[src/rtl/rtc3w_pkg.sv]
`timescale 1ns / 1ps
`default_nettype none

package rtc3w_pkg;

    // Item selector codes
    localparam logic [1:0] OP_TICK  = 2'd0;
    localparam logic [1:0] OP_WRITE = 2'd1;
    localparam logic [1:0] OP_READ  = 2'd2;

    // Transaction modes
    localparam logic [1:0] MODE_IDLE  = 2'd0;
    localparam logic [1:0] MODE_WRITE = 2'd1;
    localparam logic [1:0] MODE_READ  = 2'd2;

    // Half bit phases
    localparam logic [1:0] PH_LOW  = 2'd0;
    localparam logic [1:0] PH_HIGH = 2'd1;
    localparam logic [1:0] PH_END  = 2'd2;

    // Command byte of a clock burst read
    localparam logic [7:0] BURST_CMD = 8'hBF;

    typedef struct packed {
        logic [1:0] operation;
        logic [7:0] reg_addr;
        logic [7:0] write_data;
        logic       io_in;
    } cmd_t;

    typedef struct packed {
        logic       chip_enable;
        logic       serial_clock;
        logic       io_drive;
        logic       io_out;
        logic       byte_valid;
        logic [2:0] byte_index;
        logic [7:0] read_byte;
        logic       busy_res;
        logic       done_res;
        logic       cmd_rejected;
    } res_t;

endpackage

`default_nettype wire

[src/rtl/three_wire_rtc_serial_master_unit.sv]
`timescale 1ns / 1ps
`default_nettype none
// Three-wire RTC serial master (CE, SCLK, shared IO).
// Input channel cmd/cmd_valid/cmd_ready takes one item: a tick (one half bit
// period), a register write start (reg_addr, write_data) or a burst read
// start. Output channel res/res_valid/res_ready returns exactly one item for
// each accepted input item, carrying the pin levels after that item, any
// completed burst byte and the busy, done and rejected flags.
// The result is registered and appears in the cycle after the input item is accepted.
// Throughput: one item per cycle while results are taken; the state update
// and result come from one pass over the state registers and incoming item.
// A write takes 16 bits, a burst read 8 + 8*BURST_BYTES bits, each two ticks,
// plus one tick that drops CE.
// Reset puts the block idle with CE low, SCLK low and IO released.
// When the receiver stalls, the result register holds and cmd_ready drops
// until it is taken; no item is lost or repeated.
module three_wire_rtc_serial_master_unit #(
    parameter int BURST_BYTES = 8,
    parameter int KEPT_BYTES  = 7
) (
    input  wire logic              clk,
    input  wire logic              rst_n,
    input  wire logic              cmd_valid,
    output logic                   cmd_ready,
    input  wire rtc3w_pkg::cmd_t   cmd,
    output logic                   res_valid,
    input  wire logic              res_ready,
    output rtc3w_pkg::res_t        res
);

    localparam int TOTAL_READ = 8 + 8 * BURST_BYTES;
    localparam int CW = $clog2(TOTAL_READ + 1);
    localparam int IW = (CW - 3 > 3) ? CW - 3 : 3;

    logic [1:0]    mode_reg, mode_next;
    logic [CW-1:0] bit_cnt_reg, bit_cnt_next;
    logic [1:0]    phase_reg, phase_next;
    logic [15:0]   send_reg, send_next;
    logic [7:0]    recv_reg, recv_next;
    logic          ce_reg, ce_next;
    logic          sclk_reg, sclk_next;
    logic          drive_reg, drive_next;
    logic          out_reg, out_next;

    rtc3w_pkg::res_t res_reg, res_next;
    logic            res_valid_reg;

    logic          accept;
    logic          sending;
    logic [CW-1:0] cnt_inc;
    logic [CW-1:0] total_bits;
    logic [IW-1:0] idx_w;
    logic [7:0]    recv_shifted;

    assign cmd_ready = !res_valid_reg || res_ready;
    assign accept    = cmd_valid && cmd_ready;
    assign res_valid = res_valid_reg;
    assign res       = res_reg;

    assign sending      = (mode_reg == rtc3w_pkg::MODE_WRITE) || (bit_cnt_reg < CW'(8));
    assign cnt_inc      = bit_cnt_reg + CW'(1);
    assign total_bits   = (mode_reg == rtc3w_pkg::MODE_WRITE) ? CW'(16) : CW'(TOTAL_READ);
    assign idx_w        = IW'(cnt_inc[CW-1:3]) - IW'(2);
    assign recv_shifted = {cmd.io_in, recv_reg[7:1]};

    // Advance the transaction by one item
    always_comb
    begin
        mode_next    = mode_reg;
        bit_cnt_next = bit_cnt_reg;
        phase_next   = phase_reg;
        send_next    = send_reg;
        recv_next    = recv_reg;
        ce_next      = ce_reg;
        sclk_next    = sclk_reg;
        drive_next   = drive_reg;
        out_next     = out_reg;
        res_next     = '0;

        if (cmd.operation == rtc3w_pkg::OP_WRITE || cmd.operation == rtc3w_pkg::OP_READ)
        begin
            if (mode_reg != rtc3w_pkg::MODE_IDLE)
            begin
                res_next.cmd_rejected = 1'b1;
            end
            else
            begin
                if (cmd.operation == rtc3w_pkg::OP_WRITE)
                begin
                    mode_next = rtc3w_pkg::MODE_WRITE;
                    send_next = {cmd.write_data, cmd.reg_addr};
                end
                else
                begin
                    mode_next = rtc3w_pkg::MODE_READ;
                    send_next = {8'd0, rtc3w_pkg::BURST_CMD};
                end
                bit_cnt_next = '0;
                phase_next   = rtc3w_pkg::PH_LOW;
                recv_next    = '0;
                sclk_next    = 1'b0;
                ce_next      = 1'b1;
            end
        end
        else if (mode_reg != rtc3w_pkg::MODE_IDLE)
        begin
            unique case (phase_reg)
                rtc3w_pkg::PH_LOW:
                begin
                    // Set data with SCLK low
                    sclk_next  = 1'b0;
                    drive_next = sending;
                    out_next   = sending ? send_reg[0] : 1'b1;
                    phase_next = rtc3w_pkg::PH_HIGH;
                end
                rtc3w_pkg::PH_HIGH:
                begin
                    // Raise SCLK, shift out or sample in
                    sclk_next = 1'b1;
                    if (sending)
                        send_next = {1'b0, send_reg[15:1]};
                    else
                        recv_next = recv_shifted;
                    bit_cnt_next = cnt_inc;
                    if (mode_reg == rtc3w_pkg::MODE_READ && cnt_inc > CW'(8)
                        && cnt_inc[2:0] == 3'd0 && 32'(idx_w) < KEPT_BYTES)
                    begin
                        res_next.byte_valid = 1'b1;
                        res_next.byte_index = idx_w[2:0];
                        res_next.read_byte  = sending ? recv_reg : recv_shifted;
                    end
                    phase_next = (cnt_inc >= total_bits) ? rtc3w_pkg::PH_END
                                                         : rtc3w_pkg::PH_LOW;
                end
                default:
                begin
                    // Drop CE and end the transaction
                    ce_next          = 1'b0;
                    res_next.done_res = 1'b1;
                    mode_next        = rtc3w_pkg::MODE_IDLE;
                    bit_cnt_next     = '0;
                    phase_next       = rtc3w_pkg::PH_LOW;
                end
            endcase
        end

        res_next.chip_enable  = ce_next;
        res_next.serial_clock = sclk_next;
        res_next.io_drive     = drive_next;
        res_next.io_out       = out_next;
        res_next.busy_res     = (mode_next != rtc3w_pkg::MODE_IDLE);
    end

    // Hold transaction state and pin levels
    always_ff @(posedge clk or negedge rst_n)
    begin
        if (!rst_n)
        begin
            mode_reg    <= rtc3w_pkg::MODE_IDLE;
            bit_cnt_reg <= '0;
            phase_reg   <= rtc3w_pkg::PH_LOW;
            send_reg    <= '0;
            recv_reg    <= '0;
            ce_reg      <= 1'b0;
            sclk_reg    <= 1'b0;
            drive_reg   <= 1'b0;
            out_reg     <= 1'b1;
        end
        else if (accept)
        begin
            mode_reg    <= mode_next;
            bit_cnt_reg <= bit_cnt_next;
            phase_reg   <= phase_next;
            send_reg    <= send_next;
            recv_reg    <= recv_next;
            ce_reg      <= ce_next;
            sclk_reg    <= sclk_next;
            drive_reg   <= drive_next;
            out_reg     <= out_next;
        end
    end

    // Result register valid flag
    always_ff @(posedge clk or negedge rst_n)
    begin
        if (!rst_n)
            res_valid_reg <= 1'b0;
        else if (accept)
            res_valid_reg <= 1'b1;
        else if (res_ready)
            res_valid_reg <= 1'b0;
    end

    // Result payload
    always_ff @(posedge clk)
    begin
        if (accept)
            res_reg <= res_next;
    end

endmodule

`default_nettype wire

[config.mk]
export PLATFORM = sky130hd
export DESIGN_NAME = three_wire_rtc_serial_master_unit
export DESIGN_NICKNAME = d
export VERILOG_FILES = /design/src/rtl/rtc3w_pkg.sv /design/src/rtl/three_wire_rtc_serial_master_unit.sv
export SDC_FILE = /design/constraint.sdc
export NUM_CORES = 1
export LEC_CHECK = 0
export BUFFER_PORTS_ARGS = -buffer_cell sky130_fd_sc_hd__buf_2
export CAP_MARGIN = 20
export CORE_ASPECT_RATIO = 1.5
export CORE_UTILIZATION = 35
export CTS_CLUSTER_SIZE = 10
export DETAILED_ROUTE_END_ITERATION = 10
export HOLD_SLACK_MARGIN = 0.03
export SETUP_SLACK_MARGIN = 0.3
export SLEW_MARGIN = 20
export SYNTH_ARGS = -nofsm -noshare
export SYNTH_HDL_FRONTEND = slang
export SYNTH_SLANG_ARGS = --single-unit
[constraint.sdc]
create_clock -name clk -period 2.58 [get_ports clk]
set_input_delay 0 -clock clk [delete_from_list [all_inputs] [get_ports clk]]
set_output_delay 0 -clock clk [all_outputs]
set_load 0.1 [all_outputs]
Word-level counts from Yosys, hierarchy flattened
Cells that the tools add are included.
W data, S select, Z words.
{ "classes": {"addsub": 2, "n_lt_le_gt_ge": 4, "n_eq_ne": 7, "mux": 46, "bitwise_logic": 3, "n_reduce_logical": 24} }
{ "op_table": {"columns": ["operator", "count"], "rows": [
  ["$mux W16", 6],
  ["$mux W8", 5],
  ["$mux W7", 4],
  ["$mux W1", 18],
  ["$mux W2", 9],
  ["$pmux W7 S2", 1],
  ["$mux W12", 1],
  ["$reduce_bool A2 Y1", 6],
  ["$reduce_and A4 Y1", 2],
  ["$add A7 B1 Y7 const B", 1],
  ["$ge A7 B7 Y1", 1],
  ["$gt A7 B4 Y1 const B", 1],
  ["$lt A7 B4 Y1 const B", 1],
  ["$eq A2 B1 Y1 const B", 3],
  ["$reduce_and A5 Y1", 1],
  ["$eq A2 B2 Y1 const B", 2],
  ["$logic_and A1 B1 Y1", 4],
  ["$lt A4 B3 Y1 const B", 1],
  ["$ne A2 B2 Y1 const B", 2],
  ["$pmux W2 S2", 1],
  ["$reduce_or A2 Y1", 2],
  ["$reduce_or A4 Y1", 1],
  ["$sub A4 B2 Y4 const B", 1],
  ["$logic_not A3 Y1", 1],
  ["7 further kinds", 11]
]} }
{ "totals": {"regBits": 59, "in_bits": 23, "output_inout_bits": 21, "wordCells": 106} }

Logic depth before layout (Yosys ltp)
{ "logic_depth": {"depth_word": 7, "depth_mapped": 8, "depth_no_buf": 7} }

Worst setup path after synthesis
OpenSTA, ideal clock, no wires.
{ "synth_path": {"path_type": "register to register", "startpoint": "register res_valid_reg (netlist: res_valid)", "endpoint": "register recv_reg[0]", "setup_ps": 121, "arrival_ps": 3210, "required_ps": 2459, "path_slack_ps": -751, "path_stages_with_launch": 8, "n_path_buf": 2, "synth_period_minus_slack_ps": 3331, "cell_sequence": "dfrtp_1 > nand2b_1 > clkbuf_1 > nand2_1 > inv_1 > buf_2 > o211ai_1 > a22o_1"} }
{ "synth_between": {"elab_chain_len": 4} }
{ "synth_rtl": {"columns": ["element", "line_no", "rtl"], "rows": [
  ["from (decl)", "three_wire_rtc_serial_master_unit.sv:46", "logic res_valid_reg;"],
  ["from (signal assigned)", "three_wire_rtc_serial_master_unit.sv:187", "res_valid_reg <= 1'b0;"],
  ["from (signal assigned)", "three_wire_rtc_serial_master_unit.sv:189", "res_valid_reg <= 1'b1;"],
  ["from (signal assigned)", "three_wire_rtc_serial_master_unit.sv:191", "res_valid_reg <= 1'b0;"],
  ["$logic_not A1 Y1", "three_wire_rtc_serial_master_unit.sv:55", "assign cmd_ready = !res_valid_reg || res_ready;"],
  ["$logic_or A1 B1 Y1", "three_wire_rtc_serial_master_unit.sv:55", null],
  ["named net cmd_ready", "three_wire_rtc_serial_master_unit.sv:24", "output logic cmd_ready,"],
  ["$logic_and A1 B1 Y1", "three_wire_rtc_serial_master_unit.sv:56", "assign accept = cmd_valid && cmd_ready;"],
  ["named net accept", "three_wire_rtc_serial_master_unit.sv:48", "logic accept;"],
  ["$reduce_and A4 Y1 (no source line)", null, null],
  ["to (signal assigned)", "three_wire_rtc_serial_master_unit.sv:175", "recv_reg <= recv_next;"],
  ["to (decl)", "three_wire_rtc_serial_master_unit.sv:39", "logic [7:0] recv_reg, recv_next;"]
]} }
The timed path passes the listed nets, and every way through them passes these cells.
A chain may end at the register's enable or synchronous reset.

Worst setup path after layout
{ "layout_path": {"startpoint": "register bit_cnt_reg[0]", "endpoint": "register res_reg (netlist bit res[13]) (data pin)"} }
{ "layout_between": {"elab_chain_len": 7, "elab_cells_between_ends": 10, "classes_between": "add/sub (2); order compare (2); bitwise (1); reduce/logical (5)"} }
{ "layout_rtl": {"columns": ["element", "line_no", "rtl"], "rows": [
  ["from (decl)", "three_wire_rtc_serial_master_unit.sv:36", "logic [CW-1:0] bit_cnt_reg, bit_cnt_next;"],
  ["from (signal assigned)", "three_wire_rtc_serial_master_unit.sv:172", "bit_cnt_reg <= bit_cnt_next;"],
  ["$add A7 B1 Y7 (*)", "three_wire_rtc_serial_master_unit.sv:61", "assign cnt_inc = bit_cnt_reg + CW'(1);"],
  ["branches (longest 6 deep; another with $sub A4 B2 Y4)", null, null],
  ["to (signal assigned)", "three_wire_rtc_serial_master_unit.sv:198", "res_reg <= res_next;"],
  ["to (decl)", "three_wire_rtc_serial_master_unit.sv:45", "rtc3w_pkg::res_t res_reg, res_next;"]
]} }
Every way passes the cells marked *.

==> out/results.ini <==
[status]
status=completed

[clocking]
clock-sinks=59
clk_path_buf_depth=2
cts_tree=yes
htree_levels=3
cts_root_buffer=clkbuf_16
clk_latency_ps=330
numCtsBuffers=9
clkTransAtPathRegs_ps=50

[logic_synthesis]
synth_seq_cells=59
syn_avg_cell_area_um2=11.40
synth-edff-count=19
syn_area_mm2=0.003124
yosysWarnings=0
async_reset_ff_share_pct=67.80
ys_types=51
synth_seq_area_share_pct=50.34
synthCells=274
synth_ff_type=dfrtp_1
syn_nets=306

[drt]
first_iter_violations=114
drcViolationCount=0
ant_nets=0
routed_wirelength_mm=6.766
firstDrtPassIters=4
via_count=2296
wl_per_cell_um=15.38
via_per_inst=5.218

[floorplanning]
die_h_um=117.7
core_area_mm2=0.008516
die_x_um=79.14
rows=41
initial_core_util_pct=36.69
die-area_mm2=0.009316
pin_count=44

[worst_hold_path]
hold_start=cmd[2]
holdPathStages=3
min_path_type=in -> reg

[setup_path]
max_stage_delay_ps=460
crit_cells=5
path_class=reg -> reg
crit_chain=ha_1 -> nand3_1 -> or3_1 -> a32o_2 -> a2111oi_2
reg2reg_depth=5
cp-start-kind=register
crit_family=compound AO/OA/AOI/OAI gates
r2r-start=bit_cnt_reg[0]
end_kind=register
worstPathMaxFanout=12
cp_data_arrival_time_ps=2260
path_buf_inv=0
critical_path_required_ps=2720
critPathLaunch=bit_cnt_reg[0]
critPathSlowestCell=dfrtp_1

[sta]
worst_pin_slew_ps=935.7
fin_crit_ps=2122
rsz0062_at_grt=yes
fmax_mhz=471.2
finalMaxSlewViolations=0
finalHoldViolCount=0
skew_ps=5.080
finalSetupViolCount=0
post-route-period-util_pct=82.26
timing.slew.headroom_pct=37.62
fin_tns_setup_ps=0

[layout]
stdcell_count=440
final_common_cell=buf_2
drive_gt1_share_pct=31.23
largest_reg_flops=19
layout_common_cells=43 x buf_2, 38 x dfrtp_1, 20 x inv_1
finalNetCount=360
diodes=0
synthToLayoutAreaGrowth_pct=24.47

[global_route]
grt_use_total_pct=15.94
grt_first_pass_wirelength_mm=11.33
grt_pass1_vias=2390
grt_remaining_overflow=0
grt_max_degree=41
antenna_found_initial=0

[place]
gp_congestion=0.8299
place_hpwl_mm=4.628
dp_cells=414
port_buffers=43

[power]
cellPowerDensity_mw_per_mm2=845.7
leakagePower_nw=1.679
peakVddDrop_mv=0.3631

[run]
cap_viol_max_count=0

## worst register-to-register path, cell delays in order (launching register included)
cell,delay (ps)
dfrtp_1,460
ha_1,280
nand3_1,110
or3_1,350
a32o_2,370
a2111oi_2,360
## routing by layer
| metal | vias to the layer above | GRT usage (%) | part of all wire (%) |
|---|---|---|---|
| met5 | - | 0 | 0 |
| met4 | 0 | 10.11 | 2.8 |
| met3 | 11 | 3.953 | 4.1 |
| met2 | 53 | 27.05 | 52 |
| met1 | 1126 | 17.26 | 41 |
| li1 | 1106 | - | - |
## cells in the mapped netlist, types with 6 or more instances
| master | count | area, um2 |
|---|---|---|
| edfxtp_1 | 19 | 570.6 |
| inv_1 | 20 | 75.07 |
| dfrtp_1 | 39 | 975.9 |
| nor2_1 | 10 | 37.54 |
| mux2_2 | 8 | 90.09 |
| o21ai_0 | 11 | 55.05 |
| a22o_1 | 18 | 157.7 |
| nand2_1 | 18 | 67.56 |
| nand3_1 | 7 | 35.03 |
| ha_1 | 9 | 112.6 |
| mux2_4 | 9 | 135.1 |
| mux2i_1 | 10 | 100.1 |
| a21oi_1 | 19 | 95.09 |
| nor2b_1 | 6 | 37.54 |
| a211oi_1 | 10 | 75.07 |
## kinds of logic after synthesis
family          Yosys count  share of synthesized area [%]
compound gates           75                          17.22
simple gates             67                          12.05
flops                    59                          50.34
buf+inv                  35                          5.807
mux                      27                          10.41
fa+ha+maj                 9                          3.604
xor+xnor                  2                         0.5608
## per-stage QoR
| stage | power [mW] | util [%] | hold slack [ps] | worst slack, ps | area (um2) |
|---|---|---|---|---|---|
| floorplan | 1.766 | - | -295.6 | 306.0 | 3132 |
| global placement | 1.880 | 39.99 | 203.7 | 300.8 | 3406 |
| detailed placement | 1.904 | 39.99 | 200.3 | 199.5 | 3406 |
| CTS | 3.321 | 45.31 | 32.43 | 353.1 | 3859 |
| global route | 3.433 | 45.67 | 56.10 | 289.9 | 3889 |
| finish | 3.289 | 45.67 | 40.50 | 457.8 | 3889 |
## power breakdown
| part | leakage, nW | switching (mW) | internal, mW |
|---|---|---|---|
| sequential | 0.681 | 0.112 | 1.15 |
| combinational | 0.829 | 0.358 | 0.279 |
| clock | 0.169 | 0.422 | 0.970 |
## worst paths after layout
kind,end,slack [ps]
min,send_reg[9],40
max in group asynchronous,res_valid,1590
min in group asynchronous,send_reg[11],360
max,res[13],460
max reg2reg,res[13],460
min reg2reg,recv_reg[0],500
## cell type report
class | count | area, um2
clock inverters | 6 | 111.4
multi-input cells | 180 | 1405
well taps | 107 | 133.9
inverters | 20 | 75.07
clock buffers | 10 | 239.0
flip-flops and latches | 59 | 1574
repair buffers | 58 | 350.3
fillers | 814 | 4627
## repair_timing
| item | CTS | global route |
|---|---|---|
| endpoints found under the hold margin | 47 | 0 |
| hold buffers | 9 | 0 |
| buffers inserted | 1 | 0 |
| gates resized for setup | 1 | 8 |
| pin swaps | 1 | 0 |
| setup endpoints to repair | 6 | 13 |
Note: power is estimated with default switching activity, not from simulation.
